--- config.mk ---
export PLATFORM = sky130hd
export DESIGN_NAME = best_fit_block_allocator
export DESIGN_NICKNAME = d
export VERILOG_FILES = /design/src/bfba_pkg.sv /design/src/bfba_datapath.sv /design/src/bfba_controller.sv /design/src/best_fit_block_allocator.sv
export SDC_FILE = /design/constraint.sdc
export NUM_CORES = 1
export LEC_CHECK = 0
export BUFFER_PORTS_ARGS = -buffer_cell sky130_fd_sc_hd__buf_2
export CAP_MARGIN = 15
export CORE_MARGIN = 1
export CORE_UTILIZATION = 62
export CTS_CLUSTER_SIZE = 14
export DETAILED_ROUTE_END_ITERATION = 16
export GPL_ROUTABILITY_DRIVEN = 0
export PLACE_DENSITY = 0.82
export SETUP_SLACK_MARGIN = 0.05
export SLEW_MARGIN = 10
export SYNTH_ARGS = -nofsm -noshare
export SYNTH_HDL_FRONTEND = slang
export SYNTH_SLANG_ARGS = --single-unit
--- constraint.sdc ---
create_clock -name clock -period 5.17 [get_ports clock]
set_clock_uncertainty 0.2 [all_clocks]
set_input_delay 0.2585 -clock clock [delete_from_list [all_inputs] [get_ports clock]]
set_output_delay 0.2585 -clock clock [all_outputs]
set_load 0.02 [all_outputs]
--- src/bfba_pkg.sv ---
// ============================================================================
// Best-fit block allocator package
// Shared widths, codes, state encoding and controller/datapath interface types.
// ============================================================================
package bfba_pkg;

   localparam int DEFAULT_NUM_BLOCKS = 16;
   localparam int DEFAULT_SIZE_WIDTH = 16;

   // Fixed field widths of the streaming channels.
   localparam int CFG_W       = 5;
   localparam int INDEX_W     = 4;
   localparam int SIZE_IN_W   = 16;
   localparam int REMAIN_W    = 16;
   localparam int TOTAL_W     = 20;
   localparam int REQ_TDATA_W = 24;
   localparam int RSP_TDATA_W = 48;

   localparam logic [TOTAL_W-1:0] TOTAL_MAX = '1;

   // Transaction kinds carried on req_tuser.
   localparam logic MODE_LOAD  = 1'b0;
   localparam logic MODE_ALLOC = 1'b1;

   typedef enum logic [2:0] {
      ST_IDLE   = 3'b001,
      ST_SCAN   = 3'b010,
      ST_FINISH = 3'b100
   } state_type;

   typedef struct packed {
      logic capture;    // take the request, start a new scan
      logic scan_step;  // advance the table scan by one entry
      logic finish;     // write back the grant and load the response register
   } cmd_type;

   typedef struct packed {
      logic scan_done;  // every active entry has been examined
      logic rsp_free;   // response register can take a new transaction
   } status_type;

endpackage

--- src/bfba_datapath.sv ---
// ============================================================================
// Best-fit block allocator datapath
// Free-size table, scan comparator and accumulator, response register.
// ============================================================================
module bfba_datapath import bfba_pkg::*; #(
   parameter int NUM_BLOCKS = DEFAULT_NUM_BLOCKS,
   parameter int SIZE_WIDTH = DEFAULT_SIZE_WIDTH
) (
   input  logic                   clock,
   input  logic                   reset,
   input  logic                   csr_wen,
   input  logic [CFG_W-1:0]       csr_wdata,
   input  logic [REQ_TDATA_W-1:0] req_tdata,
   input  logic                   req_tuser,
   input  cmd_type                cmd,
   output status_type             status,
   output logic                   rsp_tvalid,
   input  logic                   rsp_tready,
   output logic [RSP_TDATA_W-1:0] rsp_tdata
);

   localparam int IDX_W = (NUM_BLOCKS > 1) ? $clog2(NUM_BLOCKS) : 1;
   localparam int CNT_W = $clog2(NUM_BLOCKS + 1);
   localparam int SUM_W = SIZE_WIDTH + CNT_W;

   logic [SIZE_WIDTH-1:0] mem [NUM_BLOCKS];
   logic [SIZE_WIDTH-1:0] rd_data_ff;

   logic [CFG_W-1:0]      blocks_in_use_ff;
   logic                  mode_ff;
   logic                  load_ok_ff;
   logic [SIZE_WIDTH-1:0] size_ff;
   logic [CNT_W-1:0]      active_ff;
   logic [CNT_W-1:0]      cnt_ff;
   logic                  pend_ff;
   logic [SUM_W-1:0]      sum_ff;
   logic                  found_ff;
   logic [IDX_W-1:0]      best_idx_ff;
   logic [SIZE_WIDTH-1:0] best_val_ff;
   logic                  rsp_valid_ff;
   logic [RSP_TDATA_W-1:0] rsp_data_ff;

   logic [31:0]           ld_idx32;
   logic [31:0]           size32;
   logic [SIZE_WIDTH-1:0] req_size;
   logic                  req_load_ok;
   logic [CNT_W-1:0]      active_in;
   logic                  rd_en;
   logic                  candidate;
   logic                  granted;
   logic [SIZE_WIDTH-1:0] new_val;
   logic [SUM_W-1:0]      diff;
   logic [TOTAL_W-1:0]    total;
   logic [31:0]           remain32;
   logic [31:0]           chosen32;
   logic                  mem_we;
   logic [IDX_W-1:0]      mem_waddr;
   logic [SIZE_WIDTH-1:0] mem_wdata;

   // Request fields: block index in the low bits, size above it.
   assign ld_idx32    = 32'(req_tdata[INDEX_W-1:0]);
   assign size32      = 32'(req_tdata[INDEX_W +: SIZE_IN_W]);
   assign req_size    = size32[SIZE_WIDTH-1:0];
   assign req_load_ok = (req_tuser == MODE_LOAD) && (ld_idx32 < 32'(NUM_BLOCKS));

   assign active_in = (32'(blocks_in_use_ff) > 32'(NUM_BLOCKS)) ?
                      CNT_W'(NUM_BLOCKS) : CNT_W'(blocks_in_use_ff);

   assign rd_en = cmd.scan_step && (cnt_ff < active_ff);

   assign candidate = pend_ff && (mode_ff == MODE_ALLOC) && (size_ff <= rd_data_ff) &&
                      (!found_ff || (rd_data_ff < best_val_ff));

   assign granted  = (mode_ff == MODE_ALLOC) && found_ff;
   assign new_val  = best_val_ff - size_ff;
   assign diff     = sum_ff - (granted ? SUM_W'(size_ff) : SUM_W'(0));
   assign total    = (64'(diff) > 64'(TOTAL_MAX)) ? TOTAL_MAX : TOTAL_W'(diff);
   assign remain32 = granted ? 32'(new_val) :
                     ((mode_ff == MODE_LOAD) && load_ok_ff) ? 32'(size_ff) : 32'd0;
   assign chosen32 = granted ? 32'(best_idx_ff) : 32'd0;

   always_comb begin
      mem_we    = 1'b0;
      mem_waddr = best_idx_ff;
      mem_wdata = new_val;
      if (cmd.capture && req_load_ok) begin
         mem_we    = 1'b1;
         mem_waddr = ld_idx32[IDX_W-1:0];
         mem_wdata = req_size;
      end else if (cmd.finish && granted) begin
         mem_we = 1'b1;
      end
   end

   always_ff @(posedge clock) begin
      if (mem_we) begin
         mem[mem_waddr] <= mem_wdata;
      end
      if (rd_en) begin
         rd_data_ff <= mem[cnt_ff[IDX_W-1:0]];
      end
   end

   // Control state.
   always_ff @(posedge clock) begin
      if (reset) begin
         blocks_in_use_ff <= '0;
         pend_ff          <= 1'b0;
         cnt_ff           <= '0;
         rsp_valid_ff     <= 1'b0;
      end else begin
         if (csr_wen) begin
            blocks_in_use_ff <= csr_wdata;
         end
         if (cmd.capture) begin
            cnt_ff  <= '0;
            pend_ff <= 1'b0;
         end else if (cmd.scan_step) begin
            pend_ff <= rd_en;
            if (rd_en) begin
               cnt_ff <= cnt_ff + CNT_W'(1);
            end
         end
         if (cmd.finish) begin
            rsp_valid_ff <= 1'b1;
         end else if (rsp_tready) begin
            rsp_valid_ff <= 1'b0;
         end
      end
   end

   // Payload and scan accumulators.
   always_ff @(posedge clock) begin
      if (cmd.capture) begin
         mode_ff    <= req_tuser;
         load_ok_ff <= req_load_ok;
         size_ff    <= req_size;
         active_ff  <= active_in;
         sum_ff     <= '0;
         found_ff   <= 1'b0;
      end else if (cmd.scan_step) begin
         if (pend_ff) begin
            sum_ff <= sum_ff + SUM_W'(rd_data_ff);
         end
         if (candidate) begin
            found_ff    <= 1'b1;
            best_val_ff <= rd_data_ff;
            best_idx_ff <= IDX_W'(cnt_ff - CNT_W'(1));
         end
      end
      if (cmd.finish) begin
         rsp_data_ff <= {7'd0, total, remain32[REMAIN_W-1:0], chosen32[INDEX_W-1:0], granted};
      end
   end

   assign status.scan_done = (cnt_ff == active_ff) && !pend_ff;
   assign status.rsp_free  = !rsp_valid_ff || rsp_tready;

   assign rsp_tvalid = rsp_valid_ff;
   assign rsp_tdata  = rsp_data_ff;

endmodule

--- src/bfba_controller.sv ---
// ============================================================================
// Best-fit block allocator controller
// Sequences capture, table scan and write-back for one transaction at a time.
// ============================================================================
module bfba_controller import bfba_pkg::*; (
   input  logic       clock,
   input  logic       reset,
   input  logic       req_tvalid,
   output logic       req_tready,
   input  status_type status,
   output cmd_type    cmd
);

   state_type state_ff;
   state_type state_in;

   always_comb begin
      state_in      = state_ff;
      cmd.capture   = 1'b0;
      cmd.scan_step = 1'b0;
      cmd.finish    = 1'b0;
      case (state_ff)
         ST_IDLE: begin
            if (req_tvalid) begin
               cmd.capture = 1'b1;
               state_in    = ST_SCAN;
            end
         end
         ST_SCAN: begin
            if (status.scan_done) begin
               state_in = ST_FINISH;
            end else begin
               cmd.scan_step = 1'b1;
            end
         end
         ST_FINISH: begin
            // Wait here until the response register has room.
            if (status.rsp_free) begin
               cmd.finish = 1'b1;
               state_in   = ST_IDLE;
            end
         end
         default: begin
            state_in = ST_IDLE;
         end
      endcase
   end

   always_ff @(posedge clock) begin
      if (reset) begin
         state_ff <= ST_IDLE;
      end else begin
         state_ff <= state_in;
      end
   end

   assign req_tready = (state_ff == ST_IDLE);

endmodule

--- src/best_fit_block_allocator.sv ---
// ============================================================================
// Best-fit block allocator
// Keeps a free-size table and places requests in the smallest block that fits.
// ============================================================================
//
// Channel   Direction  Handshake              Contents
// req_      in         req_tvalid/req_tready  tuser: mode; tdata: block index, size
// rsp_      out        rsp_tvalid/rsp_tready  tdata: grant, block, remainder, total
// csr_      in         csr_wen                blocks in use (5 bits)
//
// Each transaction scans the n blocks in use, capped at NUM_BLOCKS, reading the
// single-ported table one entry per cycle, and then loads the response
// register. The controller returns to idle at the same edge that loads the
// response register.
// A new transaction is accepted while the previous response is still waiting to
// be taken; a stalled response holds the next one in its final step.
// Reset is synchronous and clears the controller, the response valid flag and
// the blocks-in-use register. The table contents are undefined until loaded.
//
module best_fit_block_allocator import bfba_pkg::*; #(
   parameter int NUM_BLOCKS = DEFAULT_NUM_BLOCKS,
   parameter int SIZE_WIDTH = DEFAULT_SIZE_WIDTH
) (
   input  logic                   clock,
   input  logic                   reset,
   // Configuration write: number of blocks taking part in allocation.
   input  logic                   csr_wen,
   input  logic [CFG_W-1:0]       csr_wdata,
   // Request channel.
   input  logic                   req_tvalid,
   output logic                   req_tready,
   input  logic [REQ_TDATA_W-1:0] req_tdata,   // [3:0] block_index, [19:4] size_value
   input  logic                   req_tuser,   // [0] mode: 0 load, 1 allocate
   // Response channel.
   output logic                   rsp_tvalid,
   input  logic                   rsp_tready,
   output logic [RSP_TDATA_W-1:0] rsp_tdata    // [0] granted, [4:1] chosen_block,
                                               // [20:5] block_remaining, [40:21] total_free
);

   cmd_type    cmd;
   status_type status;

   // The controller only sequences; all table and arithmetic work sits in the
   // datapath, which scans the table once per transaction to find the best
   // fit and to accumulate the total free space at the same time.
   bfba_controller u_controller (
      .clock      (clock),
      .reset      (reset),
      .req_tvalid (req_tvalid),
      .req_tready (req_tready),
      .status     (status),
      .cmd        (cmd)
   );

   bfba_datapath #(
      .NUM_BLOCKS (NUM_BLOCKS),
      .SIZE_WIDTH (SIZE_WIDTH)
   ) u_datapath (
      .clock      (clock),
      .reset      (reset),
      .csr_wen    (csr_wen),
      .csr_wdata  (csr_wdata),
      .req_tdata  (req_tdata),
      .req_tuser  (req_tuser),
      .cmd        (cmd),
      .status     (status),
      .rsp_tvalid (rsp_tvalid),
      .rsp_tready (rsp_tready),
      .rsp_tdata  (rsp_tdata)
   );

endmodule

* Yosys cells after proc, flatten, opt, wreduce, memory -nomap -nowiden
Memories as Yosys holds them, arrays and structs flattened. A register that Yosys moved wholly into a read port is not among the register bits.
Cells that the tools add are included.
** Operators by class
- Add/sub/neg operators :: 5
- $lt $le $gt $ge :: 6
- Equality and inequality tests :: 7
- Muxes and demuxes :: 21
- Bitwise operators :: 3
- Reduce and logical (&&, ||, !) cells :: 22
** Operator list (number)
- $mux 16 :: 4
- $add 21x16->21 :: 1
- $gt 21x20->1 const B :: 1
- $sub 21x21->21 :: 1
- $le 16x16->1 :: 1
- $lt 16x16->1 :: 1
- $sub 16x16->16 :: 1
- $mux 1 :: 12
- $logic_and 1x1->1 :: 10
- $mux 3 :: 3
- $pmux 3 s3 :: 1
- $ne 2x2->1 const B :: 3
- $reduce_and 2->1 :: 3
- $reduce_and 3->1 :: 2
- $add 5x1->5 const B :: 1
- $eq 5x5->1 :: 1
- $gt 5x5->1 const B :: 1
- $lt 4x5->1 const B :: 1
- $lt 5x5->1 :: 1
- $mux 4 :: 1
- $sub 4x1->4 const B :: 1
- $eq 3x1->1 const B :: 1
- $eq 3x2->1 const B :: 1
- $eq 3x3->1 const B :: 1
- other kinds (5) :: 10
** Storage, ports and cells
- Register bits :: 121
- RAM bits :: 256
- Output and inout bits :: 50
- Word-level logic and storage cells :: 81
- Memories kept :: 1
** Memories
- u_datapath.mem :: words 16, bits a word 16, rd ports 1, clocked after Yosys merged registers in 1, wr ports 1, line bfba_datapath.sv:26 : logic [SIZE_WIDTH-1:0] mem [NUM_BLOCKS];

* Logic depth before layout (Yosys ltp)
Gate-level depths: netlist (run 1).
- Depth in word-level cells :: 9
- Depth in mapped cells :: 15
- Gate-level depth less buffers :: 13

* By module
A second synthesis (run 1) with hierarchy kept.
** Second synthesis, totals
- Cells, all modules :: 1247
- Area, all modules :: 18151.2 sq um
** Modules (own cells, without submodules)
- bfba_datapath :: instances 1, cells an instance 1230, area an instance 17974.7 sq um
- bfba_controller :: instances 1, cells an instance 17, area an instance 176.4 sq um

* Worst setup path after synthesis (run 1)
Ideal clock, no wire load.
- Path type :: reg-to-reg
- Start point :: register u_controller.state_ff[2]
- End point :: memory u_datapath.mem[2][0] in the netlist's numbering (enable)
- Arrival time :: 3.986 ns
- Data required time :: 4.582 ns
- Setup slack :: 0.596 ns
- Cell stages (with the launch flop) :: 6
- Buffers on the path :: 0
- Clock period less this slack :: 4.574 ns
- Cells stage by stage :: dfxtp_1 -> or3b_2 -> nor2b_1 -> a22o_1 -> nand2_1 -> nor2_1
** RTL lines
- from (decl) :: line bfba_controller.sv:14 : state_type state_ff;
- from (signal assigned) :: line bfba_controller.sv:53 : state_ff <= state_in;
- to (decl) :: line bfba_datapath.sv:26

* Final worst setup path (run 1)
- Start point :: register u_datapath.found_ff
- End point :: register u_datapath.rsp_data_ff[34] (netlist: u_datapath.rsp_tdata[34]) (data pin)
** Between the ends
- Cells in the longest elaborated chain, start to end :: 4
** Ends and longest elaborated chain
- from (decl) :: line bfba_datapath.sv:37 : logic found_ff;
- from (signal assigned) :: line bfba_datapath.sv:140 : found_ff <= 1'b0;
- from (signal assigned) :: line bfba_datapath.sv:146 : found_ff <= 1'b1;
- $logic_and 1x1->1 * :: line bfba_datapath.sv:74 : assign granted = (mode_ff == MODE_ALLOC) && found_ff;
- $mux 16 * :: line bfba_datapath.sv:76 : assign diff = sum_ff - (granted ? SUM_W'(size_ff) : SUM_W'(0));
- $sub 21x21->21 * :: line bfba_datapath.sv:76
- $gt 21x20->1 :: line bfba_datapath.sv:77 : assign total = (64'(diff) > 64'(TOTAL_MAX)) ? TOTAL_MAX : TOTAL_W'(diff);
- to (signal assigned) :: line bfba_datapath.sv:152 : rsp_data_ff <= {7'd0, total, remain32[REMAIN_W-1:0], chosen32[INDEX_W-1:0], granted};
- to (decl) :: line bfba_datapath.sv:41 : logic [RSP_TDATA_W-1:0] rsp_data_ff;
Mark *: on every way between the ends. The rest lies on a longest branch, timed or not.
A chain may end at the register's enable or synchronous reset.

==> results of run 1 <==
[path summary, 6_finish.rpt]
kind	from	end	slack, ns	cells past startpoint
max	u_datapath.found_ff	u_datapath.rsp_tdata[34]	1.26	13
min	req_tvalid	u_controller.state_ff[0]	0.1	5
max reg2reg	u_datapath.found_ff	u_datapath.rsp_tdata[34]	1.26	13
min reg2reg	u_datapath.sum_ff[5]	u_datapath.sum_ff[5]	0.28	2
[area by class of cell]
cell class	instances	area (um^2)	area share, %
sequential	393	11400	55.4
multi-input combinational	730	6220	30.1
clock buffer	45	1040	5.03
timing repair buffer	142	968	4.69
tap	384	480	2.33
inverter	74	278	1.34
clock inverter	21	231	1.12
[cells by family after synthesis]
group	after synthesis	synth area share [%]
AND/OR/NAND/NOR	283	7.47
other	1	0.0207
AO/OA/AOI/OAI	221	7.85
multiplexers	89	10.5
buffers and inverters	121	2.72
flip-flops	393	63.1
XOR/XNOR	41	2.09
adder cells (fa/ha/maj)	89	6.27
[synth_stat cells, drive strengths merged, types with 3 or more instances]
cell type	count	share of area, %
mux4	80	10
a21oi	67	1.9
nand3	10	0.28
a31oi	9	0.31
nor2b	18	0.66
ha	86	5.9
nor2	77	1.6
fa	3	0.33
o21a	12	0.50
xor2	23	1.2
xnor2	18	0.87
nor3b	6	0.28
dfxtp	37	4.1
nand2	107	2.4
o31ai	5	0.21
a211oi	7	0.29
mux2i	8	0.44
a21o	17	0.75
edfxtp	356	59
inv	73	1.5
o211ai	8	0.33
o31a	4	0.19
clkbuf	32	0.66
o21ai	60	1.7
nand3b	4	0.23
nand4	13	0.45
nor3	13	0.36
and3	8	0.28
a22o	10	0.48
buf	15	0.52
nand2b	16	0.55
[per-layer routing]
metal	wire length [um]	global-route usage, %	vias up	part of all wire [%]
li1	-	-	4995	-
met5	0	0	-	0
met3	3230	4.27	136	7.6
met2	22000	50.8	574	52
met4	1780	13.6	0	4.2
met1	15400	35.3	5515	36
[flip-flops by register name, summed over array words and instances, names as in the netlist, 3 cells and up]
register,count
u_datapath.rd_data_ff,16
u_datapath.cnt_ff,5
u_datapath.mem,256
u_datapath.best_val_ff,16
u_datapath.size_ff,16
u_datapath.rsp_tdata,41
u_datapath.sum_ff,21
u_datapath.blocks_in_use_ff,5
u_datapath.best_idx_ff,4
u_datapath.active_ff,5
u_controller.state_ff,3
[power breakdown]
group | switching [W] | internal, W | total, W
combinational | 0.000251 | 0.000123 | 0.000374
sequential | 0.0000300 | 0.00356 | 0.00359
clock | 0.00119 | 0.00164 | 0.00283
[per-stage QoR]
stage	worst slack [ns]	util (%)	power [W]	hold slack [ns]	area, um^2
2_1_floorplan	0.596	-	0.00387	0.157	18100
3_3_place_gp	1.39	66.3	0.00397	0.253	19000
3_5_place_dp	1.34	66.3	0.00399	0.253	19000
4_1_cts	1.28	71.9	0.00681	0.0916	20600
5_1_grt	1.12	72.0	0.00698	0.173	20700
6_report	1.26	72.0	0.00680	0.0982	20700
[timing repair]
| item | 4_1_cts | 5_1_grt |
|---|---|---|
| buffers inserted | 0 | 0 |
| hold endpoints to repair | 27 | 0 |
| hold buffers | 34 | 0 |
| gates resized for setup | 0 | 0 |
| setup endpoints to repair | 0 | 0 |
[tightest hold or removal path: stages]
cell	delay (ns)
buf_2	0.10
nor2b_1	0.13
mux2i_1	0.15
o22ai_1	0.10
nand2b_1	0.06
==> flow_metrics.env, run 1 <==
export IMPL_worst_pin_slew_ns=1.12
export IMPL_holdCritPathClass="primary input to register"
export IMPL_crit_path_max_incr_delay_ns=0.51
export IMPL_cell_area_power_density_nw_per_um2=329
export IMPL_dr_total_vias=11200
export IMPL_layout_common_cells="356 x edfxtp_1, 97 x nand2_1, 86 x ha_1"
export IMPL_grt_overflow_total=0
export IMPL_shortest_period_the_worst_path_allows_ns=3.91
export IMPL_finalSetupViolCount=0
export IMPL_global_route_usage_total_pct=28.9
export IMPL_drv_cap=0
export IMPL_rsz0062_at_grt="false"
export IMPL_detail_route_iter0_violations=1102
export IMPL_dpl_hpwl_mm=25.3
export IMPL_yosysWarnings=0
export IMPL_tritoncts="built"
export IMPL_postSynthAreaPerCell_um2=14.6
export IMPL_cp_buffers_inverters=2
export IMPL_critPathArrivalTime_ns=3.96
export IMPL_initial_core_util_pct=63.1
export IMPL_numPlacedInstances=1687
export IMPL_antenna_found_initial=0
export IMPL_die_span_x_um=173
export IMPL_path_common_cell="nand2_1"
export IMPL_cts_root_buf="clkbuf_16"
export IMPL_clk_transition_reported_paths_ns=0.06
export IMPL_netlist_cell_type_count=67
export IMPL_drcViolationCount=0
export IMPL_mostFrequentLayoutCell="edfxtp_1"
export IMPL_ratio_of_routed_vias_to_standard_cells=6.27
export IMPL_buffer_ports_inserted=73
export IMPL_die_outline_area_um2=29900
export IMPL_cell_area_synth_um2=18100
export IMPL_cts_htree_levels=2
export IMPL_postSynth_asyncResetShare_pct=0
export IMPL_timing_critical_path_from_type="register"
export IMPL_maxSlewViolCount=0
export IMPL_ir_worst_vdd_v=0.000318
export IMPL_areaGrowthSynthToFinish_pct=14.1
export IMPL_run_status="finished, final reports clean"
export IMPL_timing_critical_path_slowest_stage_cell="dfxtp_1"
export IMPL_clock_insertion_delay_worst_skew_ns=0.54
export IMPL_final_layout_size_suffix_gt1_share_pct=19.6
export IMPL_critical_path_cell_chain="nand2_1 -> clkinv_1 -> buf_4 -> nand2_1 -> ha_1 -> nor2b_4 -> o31a_1 -> o221a_1 -> a41oi_2 -> a21o_4 -> nand3b_4 -> xor2_4 -> o21ai_0"
export IMPL_core_area_um2=28700
export IMPL_top_level_ports=85
export IMPL_final_hold_violation_count=0
export IMPL_dieHeight_um=173
export IMPL_pin_count_of_the_biggest_net_entering_global_routing=69
export IMPL_ant_nets=0
export IMPL_cell_family_with_the_largest_share_of_critical_path_delay="compound AO/OA/AOI/OAI gates"
export IMPL_drt_wl_total_mm=42.4
export IMPL_number_of_global_route_vias_before_repair=11300
export IMPL_floorplan_rows=62
export IMPL_ys_ff_latch=393
export IMPL_maxClockFrequency_mhz=256
export IMPL_clock_sinks=393
export IMPL_synth_enable_flop_cells=356
export IMPL_wire_per_inst_um=23.7
export IMPL_stdcell_count=1789
export IMPL_first_pass_grt_wire_length_mm=64.4
export IMPL_period_share_pct=75.6
export IMPL_cts_buffers=39
export IMPL_worst_setup_path_end_kind="register"
export IMPL_yosys_most_used_dff="edfxtp_1"
export IMPL_filler_cells_inserted=1779
export IMPL_cts_buffer_depth=3
export IMPL_critical_path_class="register to register"
export IMPL_sequential_to_total_area_share_from_yosys_stat_pct=63.1
export IMPL_endpoint_required_time_on_the_critical_path_ns=5.22
export IMPL_antenna_cells=0
export IMPL_setup_total_negative_slack_ns=0
export IMPL_crit_path_max_fanout=27
export IMPL_power_static_leakage_nw=7.50
export IMPL_drt_pass1_iterations=5
export IMPL_fin_nets=1504
export IMPL_slew_headroom_pct=25.1
export IMPL_netlist_instances=1238
Note: power is estimated with default switching activity, not from simulation.
==> run 2, diff against run 1 <==
- clock period: 5.17 -> 4.08 ns (I/O delays scaled with it)
==> flow_metrics.env, run 2 (synthesis gave the netlist of run 1 again) <==
export IMPL_run_status="finished, final reports clean"
export IMPL_final_hold_violation_count=0
export IMPL_floorplan_rows=62
export IMPL_power_static_leakage_nw=7.58
export IMPL_shortest_period_the_worst_path_allows_ns=3.65
export IMPL_ratio_of_routed_vias_to_standard_cells=6.27
export IMPL_worst_setup_path_end_kind="register"
export IMPL_cts_buffer_depth=3
export IMPL_wire_per_inst_um=22.6
export IMPL_number_of_global_route_vias_before_repair=11600
export IMPL_rsz0062_at_grt="false"
export IMPL_cts_buffers=40
export IMPL_initial_core_util_pct=63.1
export IMPL_detailedPlace_worstSlack_ns=0.239
export IMPL_critPathArrivalTime_ns=3.68
export IMPL_post_route_util_pct=72.5
export IMPL_clock_insertion_delay_worst_skew_ns=0.54
export IMPL_pin_count_of_the_biggest_net_entering_global_routing=69
export IMPL_multiInputGateArea_um2=6230
export IMPL_layout_common_cells="356 x edfxtp_1, 97 x nand2_1, 86 x ha_1"
export IMPL_timing_critical_path_slowest_stage_cell="a21oi_2"
export IMPL_drv_cap=0
export IMPL_dieHeight_um=173
export IMPL_cts_repair_resized=0
export IMPL_clock_sinks=393
export IMPL_top_level_ports=85
export IMPL_endpoint_required_time_on_the_critical_path_ns=4.11
export IMPL_cts_htree_levels=2
export IMPL_crit_path_max_fanout=16
export IMPL_min_path_cells=2
export IMPL_finalSetupViolCount=0
export IMPL_mostFrequentLayoutCell="edfxtp_1"
export IMPL_crit_path_max_incr_delay_ns=0.64
export IMPL_wl_met1_mm=15.3
export IMPL_holdPathEnd="u_datapath.size_ff[14]"
export IMPL_dr_total_vias=11300
export IMPL_clk_transition_reported_paths_ns=0.07
export IMPL_drcViolationCount=0
export IMPL_timing_reg2reg_worst_path_depth=10
export IMPL_sequential_cell_area_um2=11400
export IMPL_post_route_cell_area_um2=20800
export IMPL_slew_headroom_pct=27.5
export IMPL_crit_reg2reg_launch="u_datapath.size_ff[0]"
export IMPL_highest_signal_layer="met4"
export IMPL_global_route_usage_total_pct=28.1
export IMPL_detail_route_iter0_violations=1158
export IMPL_max_flop_register="u_datapath.mem"
export IMPL_hold_worst_slack_ns=0.200
export IMPL_grt_overflow_total=0
export IMPL_die_span_x_um=173
export IMPL_placed_area_um2=19100
export IMPL_maxSlewViolCount=0
export IMPL_ir_worst_vdd_v=0.000471
export IMPL_final_layout_size_suffix_gt1_share_pct=19.8
export IMPL_first_pass_grt_wire_length_mm=64.2
export IMPL_maxClockFrequency_mhz=274
export IMPL_holdCritPathClass="primary input to register"
export IMPL_cell_area_power_density_nw_per_um2=417
export IMPL_cp_buffers_inverters=0
export IMPL_setup_total_negative_slack_ns=0
export IMPL_fin_nets=1517
export IMPL_worst_pin_slew_ns=1.09
export IMPL_core_area_um2=28700
export IMPL_hold_sp="req_tdata[18]"
export IMPL_met3WireLength_mm=2.92
export IMPL_areaGrowthSynthToFinish_pct=14.9
export IMPL_antenna_found_initial=0
export IMPL_critical_path_class="register to register"
export IMPL_cell_family_with_the_largest_share_of_critical_path_delay="compound AO/OA/AOI/OAI gates"
export IMPL_drt_wl_total_mm=40.9
export IMPL_setup_reg_to_reg_worst_slack_ns=0.43
export IMPL_drt_pass1_iterations=7
export IMPL_dpl_hpwl_mm=26.5
export IMPL_cts_root_buf="clkbuf_16"
export IMPL_die_outline_area_um2=29900
export IMPL_antenna_cells=0
export IMPL_worst_slack_ns=0.432
export IMPL_critical_path_cell_chain="ha_1 -> fa_1 -> nor2b_1 -> o31a_1 -> o41ai_2 -> o21ai_0 -> nor3_1 -> a21oi_1 -> xnor2_1 -> a21oi_2"
export IMPL_ant_nets=0
export IMPL_filler_cells_inserted=1721
export IMPL_period_share_pct=89.4
export IMPL_largest_reg_flops=256
export IMPL_routed_wl_met2_mm=20.9
export IMPL_rr_endpoint="u_datapath.mem[12][14]"
export IMPL_timing_critical_path_from_type="register"
export IMPL_tritoncts="built"
export IMPL_buffer_ports_inserted=73
==> run 2: cell type report <==
class                      instances  share of cell area, %
sequential                       393                   55.0
clock buffer                      55                   5.18
tap                              384                   2.31
clock inverter                    16                   1.02
timing repair buffer             154                   5.22
inverter                          74                   1.34
multi-input combinational        730                   30.0
==> run 2: worst max path at each step <==
stage                                startpoint                   endpoint  slack (ns)  depth (start not counted)
after floorplan           u_datapath.size_ff[3]  u_datapath.best_idx_ff[0]        0.33                          9
after global placement       u_datapath.mode_ff   u_datapath.rsp_tdata[25]        0.34                         13
after detailed placement  u_datapath.size_ff[0]      u_datapath.mem[8][14]        0.24                         10
after CTS                 u_datapath.size_ff[0]     u_datapath.mem[11][14]        0.15                         10
after global routing         u_datapath.mode_ff   u_datapath.rsp_tdata[27]        0.31                         15
final                     u_datapath.size_ff[0]     u_datapath.mem[12][14]        0.43                         10
==> run 2: routing by layer <==
layer | track usage (%) | vias up
met5 | 0 | -
met3 | 4.62 | 142
met4 | 13.2 | 0
li1 | - | 5027
met2 | 48.7 | 586
met1 | 34.7 | 5572
==> run 2: per-stage QoR <==
step           cells  total power (W)
5_1_grt         1806          0.00891
3_3_place_gp    1691          0.00503
2_1_floorplan   1244          0.00490
6_report        1806          0.00868
3_5_place_dp    1691          0.00507
4_1_cts         1798          0.00870
==> run 2: timing repair <==
| action | in CTS | in global routing |
|---|---|---|
| endpoints found under the setup margin | 0 | 2 |
| setup buffers | 0 | 7 |
| endpoints found under the hold margin | 27 | 0 |
| hold buffers | 36 | 0 |
==> run 2: power breakdown <==
part / switching [W] / internal [W] / leakage [nW]
combinational: 0.000327 / 0.000162 / 3.44
sequential: 0.0000352 / 0.00452 / 3.51
clock: 0.00152 / 0.00212 / 0.626
total: 0.00189 / 0.00679 / 7.58
